[src/design/rpar_pkg.sv]
// Shared types, constants and helpers for the rate controller.
`default_nettype none
package rpar_pkg;

  localparam int NUM_AXES   = 3;
  localparam int DVD_W      = 52;
  localparam int DVS_W      = 20;
  localparam logic [DVS_W-1:0] MICRO = 20'd1000000;
  localparam logic [31:0]      MAX_S32 = 32'h7fff_ffff;

  // floor(2^59 / 15625) + 1: exact quotient by 15625 for dividends below 2^45
  localparam logic [45:0]      RECIP_15625 = 46'd36893488147420;
  // 500000 / 64, the rounding offset once the divisor 1e6 has lost its 2^6
  localparam logic [45:0]      HALF_15625  = 46'd7812;

  localparam logic [2:0] REG_CENTER = 3'd0;
  localparam logic [2:0] REG_MAXR   = 3'd1;
  localparam logic [2:0] REG_EXPO   = 3'd2;
  localparam logic [2:0] REG_KP     = 3'd3;
  localparam logic [2:0] REG_KI     = 3'd4;
  localparam logic [2:0] REG_KD     = 3'd5;
  localparam logic [2:0] REG_LIMITS = 3'd6;
  localparam logic [2:0] REG_INVERT = 3'd7;

  typedef enum logic [4:0] {
    OP_NONE, OP_LOAD, OP_SKIP, OP_ABS, OP_A2, OP_A4, OP_A6, OP_F1, OP_F2,
    OP_T1, OP_T2, OP_ERR, OP_IMUL, OP_ISTEP, OP_DMUL, OP_P, OP_DLO, OP_DHI,
    OP_DADD, OP_IACC, OP_OUT, OP_EMIT
  } dp_op_t;

  typedef enum logic [4:0] {
    ST_IDLE, ST_CHECK, ST_SKIP, ST_ABS, ST_A2, ST_A4, ST_A6, ST_F1, ST_F2,
    ST_T1, ST_T2, ST_ERR, ST_IMUL, ST_IWAIT, ST_ISTEP, ST_DMUL, ST_DWAIT,
    ST_P, ST_DLO, ST_DHI, ST_DADD, ST_IACC, ST_OUT, ST_EMIT
  } state_t;

  typedef struct packed {
    dp_op_t     op;
    logic [1:0] ax;
  } cmd_t;

  typedef struct packed {
    logic dt_zero;
    logic div_done;
    logic out_free;
  } sts_t;

  function automatic logic [15:0] lane(input logic [47:0] r, input logic [1:0] ax);
    logic [15:0] v;
    unique case (ax)
      2'd0:    v = r[15:0];
      2'd1:    v = r[31:16];
      default: v = r[47:32];
    endcase
    return v;
  endfunction

endpackage
`default_nettype wire

[src/design/rpar_ctrl.sv]
// Sequencer: steps the datapath through the three axes of one tick, or skips a zero-dt tick.
`default_nettype none
module rpar_ctrl (
  input  wire logic            clk,
  input  wire logic            rst,
  input  wire logic            in_valid,
  output logic                 in_ready,
  input  wire rpar_pkg::sts_t  sts,
  output rpar_pkg::cmd_t       cmd
);
  rpar_pkg::state_t state, state_next;
  logic [1:0]       ax, ax_next;
  logic             last_ax;

  assign last_ax = (ax == 2'(rpar_pkg::NUM_AXES - 1));

  always_ff @(posedge clk) begin
    if (rst) begin
      state <= rpar_pkg::ST_IDLE;
      ax    <= '0;
    end else begin
      state <= state_next;
      ax    <= ax_next;
    end
  end

  always_comb begin
    state_next = state;
    ax_next    = ax;
    unique case (state)
      rpar_pkg::ST_IDLE: if (in_valid) begin
        state_next = rpar_pkg::ST_CHECK;
        ax_next    = '0;
      end
      rpar_pkg::ST_CHECK: state_next = sts.dt_zero ? rpar_pkg::ST_SKIP : rpar_pkg::ST_ABS;
      rpar_pkg::ST_SKIP:  state_next = rpar_pkg::ST_EMIT;
      rpar_pkg::ST_ABS:   state_next = rpar_pkg::ST_A2;
      rpar_pkg::ST_A2:    state_next = rpar_pkg::ST_A4;
      rpar_pkg::ST_A4:    state_next = rpar_pkg::ST_A6;
      rpar_pkg::ST_A6:    state_next = rpar_pkg::ST_F1;
      rpar_pkg::ST_F1:    state_next = rpar_pkg::ST_F2;
      rpar_pkg::ST_F2:    state_next = rpar_pkg::ST_T1;
      rpar_pkg::ST_T1:    state_next = rpar_pkg::ST_T2;
      rpar_pkg::ST_T2:    state_next = rpar_pkg::ST_ERR;
      rpar_pkg::ST_ERR:   state_next = rpar_pkg::ST_IMUL;
      rpar_pkg::ST_IMUL:  state_next = rpar_pkg::ST_IWAIT;
      rpar_pkg::ST_IWAIT: if (sts.div_done) state_next = rpar_pkg::ST_ISTEP;
      rpar_pkg::ST_ISTEP: state_next = rpar_pkg::ST_DMUL;
      rpar_pkg::ST_DMUL:  state_next = rpar_pkg::ST_DWAIT;
      rpar_pkg::ST_DWAIT: if (sts.div_done) state_next = rpar_pkg::ST_P;
      rpar_pkg::ST_P:     state_next = rpar_pkg::ST_DLO;
      rpar_pkg::ST_DLO:   state_next = rpar_pkg::ST_DHI;
      rpar_pkg::ST_DHI:   state_next = rpar_pkg::ST_DADD;
      rpar_pkg::ST_DADD:  state_next = rpar_pkg::ST_IACC;
      rpar_pkg::ST_IACC:  state_next = rpar_pkg::ST_OUT;
      rpar_pkg::ST_OUT: begin
        if (last_ax) begin
          state_next = rpar_pkg::ST_EMIT;
        end else begin
          state_next = rpar_pkg::ST_ABS;
          ax_next    = ax + 2'd1;
        end
      end
      rpar_pkg::ST_EMIT: if (sts.out_free) state_next = rpar_pkg::ST_IDLE;
      default: state_next = rpar_pkg::ST_IDLE;
    endcase
  end

  always_comb begin
    in_ready = 1'b0;
    cmd.ax   = ax;
    cmd.op   = rpar_pkg::OP_NONE;
    unique case (state)
      rpar_pkg::ST_IDLE: begin
        in_ready = 1'b1;
        if (in_valid) cmd.op = rpar_pkg::OP_LOAD;
      end
      rpar_pkg::ST_SKIP:  cmd.op = rpar_pkg::OP_SKIP;
      rpar_pkg::ST_ABS:   cmd.op = rpar_pkg::OP_ABS;
      rpar_pkg::ST_A2:    cmd.op = rpar_pkg::OP_A2;
      rpar_pkg::ST_A4:    cmd.op = rpar_pkg::OP_A4;
      rpar_pkg::ST_A6:    cmd.op = rpar_pkg::OP_A6;
      rpar_pkg::ST_F1:    cmd.op = rpar_pkg::OP_F1;
      rpar_pkg::ST_F2:    cmd.op = rpar_pkg::OP_F2;
      rpar_pkg::ST_T1:    cmd.op = rpar_pkg::OP_T1;
      rpar_pkg::ST_T2:    cmd.op = rpar_pkg::OP_T2;
      rpar_pkg::ST_ERR:   cmd.op = rpar_pkg::OP_ERR;
      rpar_pkg::ST_IMUL:  cmd.op = rpar_pkg::OP_IMUL;
      rpar_pkg::ST_ISTEP: cmd.op = rpar_pkg::OP_ISTEP;
      rpar_pkg::ST_DMUL:  cmd.op = rpar_pkg::OP_DMUL;
      rpar_pkg::ST_P:     cmd.op = rpar_pkg::OP_P;
      rpar_pkg::ST_DLO:   cmd.op = rpar_pkg::OP_DLO;
      rpar_pkg::ST_DHI:   cmd.op = rpar_pkg::OP_DHI;
      rpar_pkg::ST_DADD:  cmd.op = rpar_pkg::OP_DADD;
      rpar_pkg::ST_IACC:  cmd.op = rpar_pkg::OP_IACC;
      rpar_pkg::ST_OUT:   cmd.op = rpar_pkg::OP_OUT;
      rpar_pkg::ST_EMIT:  if (sts.out_free) cmd.op = rpar_pkg::OP_EMIT;
      default: ;
    endcase
  end
endmodule
`default_nettype wire

[config.mk]
export PLATFORM = sky130hd
export DESIGN_NAME = rpar_ctrl
export DESIGN_NICKNAME = d
export VERILOG_FILES = /design/src/design/rpar_pkg.sv /design/src/design/rpar_ctrl.sv
export SDC_FILE = /design/constraint.sdc
export NUM_CORES = 1
export LEC_CHECK = 0
export BUFFER_PORTS_ARGS = -buffer_cell sky130_fd_sc_hd__buf_4
export CORE_MARGIN = 3
export CORE_UTILIZATION = 50
export CTS_CLUSTER_SIZE = 20
export DETAILED_ROUTE_END_ITERATION = 7
export GPL_ROUTABILITY_DRIVEN = 0
export PLACE_DENSITY = 0.74
export SYNTH_ARGS = -nofsm -noshare
export SYNTH_HDL_FRONTEND = slang
export SYNTH_SLANG_ARGS = --single-unit
[constraint.sdc]
create_clock -name clk -period 2.1 [get_ports clk]
set_clock_uncertainty 0.15 [all_clocks]
set_input_delay 0.21 -clock clk [delete_from_list [all_inputs] [get_ports clk]]
set_output_delay 0.21 -clock clk [all_outputs]
set_load 0.02 [all_outputs]
==> results.cfg, run 1 <==
[global_routing]
grt_antenna_before_repair = 0
grt_max_degree = 18
grt_pass1_wl_um = 2810
grt_pass1_vias = 602
grt-ovfl-total = 0
grt.total_usage_pct = 20.4

[drt]
antenna_left = 0
drt-initial-drc-count = 14
drc = 0
dr.pass1.iters = 4
finalWirelength_um = 1630
dr_total_vias = 747
drt-wirelength-per-cell_um = 13.1
viasPerCell = 6.02

[clocking]
cts_num_sinks = 7
holdBufCountCts = 0
root_buffer = clkbuf_4
clk_pin_slew_ns = 0.05
cts_buffer_depth = 2
post_cts.repair.setup_buffers = 0
cts_made_buffers = 3
ctsResizeCount = 0
cts_tree = yes
insertion_delay_ns = 0.26
h-tree-depth = 1

[finish]
design_area_um2 = 805
finalNonFillerCells = 124
regArea_um2 = 148
multi_input_area_um2 = 463
drive_gt1_share_pct = 26.4
areaGrowthSynthToFinish_pct = 22.9
n_fill_cell = 112
diodes = 0
final_net_count = 118

[setup_path]
cp_slowest_cell = dfxtp_1
critPathMaxFanout = 16
crit_path_start_kind = register
worstPathCellList = nor3_1, nor2b_1, o21ai_0, a32oi_1, buf_4
criticalPathCategory = register to output pin
rr_worst_depth = 4
max_stage_delay_ns = 0.61
worstPathRequired_ns = 1.74
arrival_ns = 1.57
end_kind = output pin

[logic_synthesis]
synth_nets = 104
syn_inst = 97
yosysSeqAreaShare_pct = 21.4
ys_seq_elements = 7
syn_area_um2 = 654
syn_avg_cell_area_um2 = 6.75
synth_warnings = 0
synth_cell_types = 37

[power_and_ir_drop]
ir_drop_v = 0.000733
p_leak_uw = 0.000306
power_density_mw_per_mm2 = 1400

[floorplan]
core_area_mm2 = 0.00117
ioPinCount = 14
fp.dieH_um = 42.2
rows = 12
die_area_mm2 = 0.00178
start_util_pct = 55.9
die-width_um = 42.2

[timing]
min_period_ns = 1.93
slew_viol_final = 0
finalSetupViolCount = 0
timing.hold.ws_ns = 0.0173
rsz0062_at_grt = no
slew_headroom_pct = 67.7
final.setup.tns_ns = 0
hold_viol_final = 0
tightest_slew_ns = 0.483
fin_crit_sh_pct = 92.0
fmax_mhz = 518

[worst_hold_path]
min_path_cells = 2
hp-class = input port to register

[placed_design]
dp_cells = 120
portBuffers = 13
postPlaceCellArea_um2 = 771
place_hpwl_um = 1180

[job]
maxCapViolCount = 0

[outcome]
status = complete, no violations
[metal layers]
metal	part of all wire (%)	track usage, %
met1	47	27.8
met5	0	0
met3	4.5	7.73
met4	1.1	5.59
met2	48	29.8
[cell usage after synthesis]
master,number,area (um^2)
a211o_1,1,8.76
a21o_1,1,7.51
a21oi_1,10,50.1
a22oi_1,1,7.51
a2bb2oi_1,1,8.76
a31oi_1,2,12.5
a32oi_1,1,8.76
and4b_1,1,10.0
buf_1,3,11.3
buf_2,5,25.0
clkbuf_1,2,7.51
dfxtp_1,7,140
ha_1,1,12.5
inv_1,1,3.75
inv_2,1,3.75
nand2_1,7,26.3
nand2b_1,6,37.5
nand3_1,5,25.0
nand3b_1,1,7.51
nand4_1,1,6.26
nor2_1,11,41.3
nor2b_1,4,25.0
nor3_1,4,20.0
nor3b_1,1,7.51
nor4_2,1,12.5
nor4b_1,1,8.76
o21a_1,1,7.51
o21ai_0,5,25.0
o21ai_1,2,10.0
o31ai_1,1,7.51
or2_0,1,6.26
or3_1,1,6.26
or3b_1,2,17.5
or4_4,1,11.3
or4b_1,1,10.0
xnor2_1,1,8.76
xor2_1,1,8.76
[sequential cells by signal, summed over array words and instances, names as in the netlist]
name / cells
ax: 2
state: 5
[cell usage in the layout, fill, tap and decap left out, types with 2 or more instances in the layout]
cell type and instances:
buf_4 19, a21oi_1 10, dfxtp_1 3, nand3_1 5
nor2b_1 4, o21ai_1 2, clkbuf_4 3, nand2_1 7
a31oi_1 2, nor3_1 4, or3b_1 2, dfxtp_2 3
nand2b_1 6, nor2_1 11, o21ai_0 5
[layout make-up]
cell class	count	share of cell area, %
flip-flops and latches	7	18.4
multi-input cells	78	57.5
repair buffers	19	17.7
clock buffers	4	3.27
well taps	14	2.18
inverters	2	0.933
[path summary, 6_finish.rpt]
check                                              to  slack, ns             startpoint
worst max-delay path                           cmd[2]       0.17  state[4]$_SDFFE_PP0P_
worst min-delay path            state[1]$_SDFFE_PP0P_       0.02                    rst
worst max register to register  state[2]$_SDFFE_PP0P_       0.23  state[4]$_SDFFE_PP0P_
worst min register to register     ax[0]$_SDFFE_PP0P_       0.34     ax[0]$_SDFFE_PP0P_
[power breakdown]
| part | internal [uW] | total, uW | switching, uW | leakage [uW] |
|---|---|---|---|---|
| Clock | 72.8 | 127 | 54.0 | 0.0000150 |
| Combinational | 331 | 687 | 356 | 0.000232 |
| Sequential | 179 | 313 | 134 | 0.0000589 |
| Total | 583 | 1130 | 544 | 0.000306 |
[worst max-delay path: cells and delay by family, from the launching register on]
kind / cells / cell delay, ns
compound gates: 2 / 0.26
flops: 1 / 0.61
buf+inv: 1 / 0.17
simple gates: 2 / 0.27
[through the flow]
stage | setup slack [ns] | power (uW) | utilization (%)
finish | 0.168 | 1130 | 68.7
global route | 0.0192 | 1230 | 68.7
CTS | 0.0159 | 1120 | 68.1
detailed placement | 0.273 | 984 | 65.8
global placement | 0.248 | 979 | 65.8
floorplan | 0.241 | 754 | -
[cell families after synthesis]
| kind of cell | share of synthesized area (%) |
|---|---|
| AND/OR/NAND/NOR | 42.6 |
| AO/OA/AOI/OAI | 23.5 |
| buffers and inverters | 7.84 |
| flip-flops | 21.4 |
| XOR/XNOR | 2.68 |
| adder cells (fa/ha/maj) | 1.91 |
No activity file was read; power rests on OpenSTA's default activity.
==> run 2: changes to the inputs <==
--- a/config.mk
+++ b/config.mk
@@ -7,11 +7,11 @@
 export LEC_CHECK = 0
 export BUFFER_PORTS_ARGS = -buffer_cell sky130_fd_sc_hd__buf_4
 export CORE_MARGIN = 3
-export CORE_UTILIZATION = 50
+export CORE_UTILIZATION = 25
 export CTS_CLUSTER_SIZE = 20
 export DETAILED_ROUTE_END_ITERATION = 7
 export GPL_ROUTABILITY_DRIVEN = 0
-export PLACE_DENSITY = 0.74
+export MAX_ROUTING_LAYER = met4
 export SYNTH_ARGS = -nofsm -noshare
 export SYNTH_HDL_FRONTEND = slang
 export SYNTH_SLANG_ARGS = --single-unit
==> results.cfg, run 2 (synthesis results as in run 1) <==
[worst_hold_path]
hp-class = input port to register
min_path_cells = 2

[finish]
diodes = 0
final_common_cell = buf_4
largest_register_ffs = 5
final_net_count = 115
drive_gt1_share_pct = 24.3
areaGrowthSynthToFinish_pct = 21.8
reg_top3 = state x5, ax x2
regMostFlops = state
final_cell_mix = buf_4 (16), nor2_1 (11), a21oi_1 (10)

[drt]
drt-wirelength-per-cell_um = 13.0
drt-initial-drc-count = 30
dr_total_vias = 692
viasPerCell = 5.13
dr.pass1.iters = 4
finalWirelength_um = 1750
antenna_left = 0
drc = 0

[global_routing]
grt-ovfl-total = 0
grt_antenna_before_repair = 0
grt_pass1_wl_um = 2810
grt.total_usage_pct = 11.1
grt_max_degree = 20
grt_pass1_vias = 629

[power_and_ir_drop]
power_density_mw_per_mm2 = 1380
p_leak_uw = 0.000289
ir_drop_v = 0.000586

[floorplan]
die-width_um = 57.2
start_util_pct = 28.0
ioPinCount = 14
rows = 17
die_area_mm2 = 0.00327
core_area_mm2 = 0.00234
fp.dieH_um = 57.2

[setup_path]
worstPathRequired_ns = 1.74
criticalPathCategory = register to output pin
end_kind = output pin
arrival_ns = 1.57
crit_path_start_kind = register
ff2ff_setup_slack_ns = 0.31
rr_worst_depth = 6
critPathMaxFanout = 19

[timing]
fin_crit_sh_pct = 91.9
min_period_ns = 1.93
final.setup.tns_ns = 0
fin_ws_ns = 0.170
hold_viol_final = 0
rsz0062_at_grt = no
slew_headroom_pct = 73.6
finalSetupViolCount = 0
fmax_mhz = 518
tightest_slew_ns = 0.393
slew_viol_final = 0

[clocking]
cts_made_buffers = 3
insertion_delay_ns = 0.26
root_buffer = clkbuf_4
h-tree-depth = 1
clk_pin_slew_ns = 0.05
post_cts.repair.setup_buffers = 0
cts_num_sinks = 7
cts_tree = yes
cts_buffer_depth = 2

[placed_design]
place_hpwl_um = 1240
pre_cts_slack_ns = 0.213
portBuffers = 13

[outcome]
status = complete, no violations

[job]
maxCapViolCount = 0
-- run 2: cell count changes in the layout (fill, tap and decap cells not counted) --
cell	previous run	this run
dfxtp_2	3	4
buf_4	19	16
dfxtp_4	1	0
-- run 2: critical path, stage by stage (launching register included) --
cell and delay, ns:
dfxtp_2 0.53, a21oi_1 0.10, or3b_1 0.36, a32oi_1 0.15
buf_4 0.17
-- run 2: where the power goes --
group / switching [uW] / internal [uW] / total, uW
logic: 338 / 309 / 647
registers: 149 / 177 / 325
clock network: 51.9 / 72.7 / 125
-- run 2: cell type report --
cell class,instances,area (um^2)
well taps,28,35.0
repair buffers,16,120
flip-flops and latches,7,145
multi-input cells,78,463
inverters,2,7.51
clock buffers,4,26.3
fillers,258,1540
-- run 2: worst paths after layout --
check	from	end
max	state[1]$_SDFFE_PP0P_	cmd[2]
min	rst	state[1]$_SDFFE_PP0P_
min reg2reg	ax[0]$_SDFFE_PP0P_	ax[0]$_SDFFE_PP0P_
max reg2reg	ax[0]$_SDFFE_PP0P_	ax[1]$_SDFFE_PP0P_
-- run 2: what timing repair did --
item	in CTS	in global routing
resized for setup	1	3
hold buffers	0	0
setup endpoints to repair	1	3
-- run 2: layer usage --
layer	share of wire (%)	track usage, %	vias to the layer above
met1	46	13.5	300
met2	47	16.8	25
met3	6.6	4.75	2
met4	0.34	2.98	0
met5	0	-	-
li1	-	-	365
-- run 2: metrics by stage --
step	area [um^2]	util, %	cells	total power (uW)	hold slack, ns
floorplan	654	-	97	754	0.305
global placement	766	32.7	131	952	0.291
detailed placement	766	32.7	131	960	0.296
CTS	793	33.9	135	1100	0.0191
global route	797	34.1	135	1200	0.0239
finish	797	34.1	135	1100	0.0222
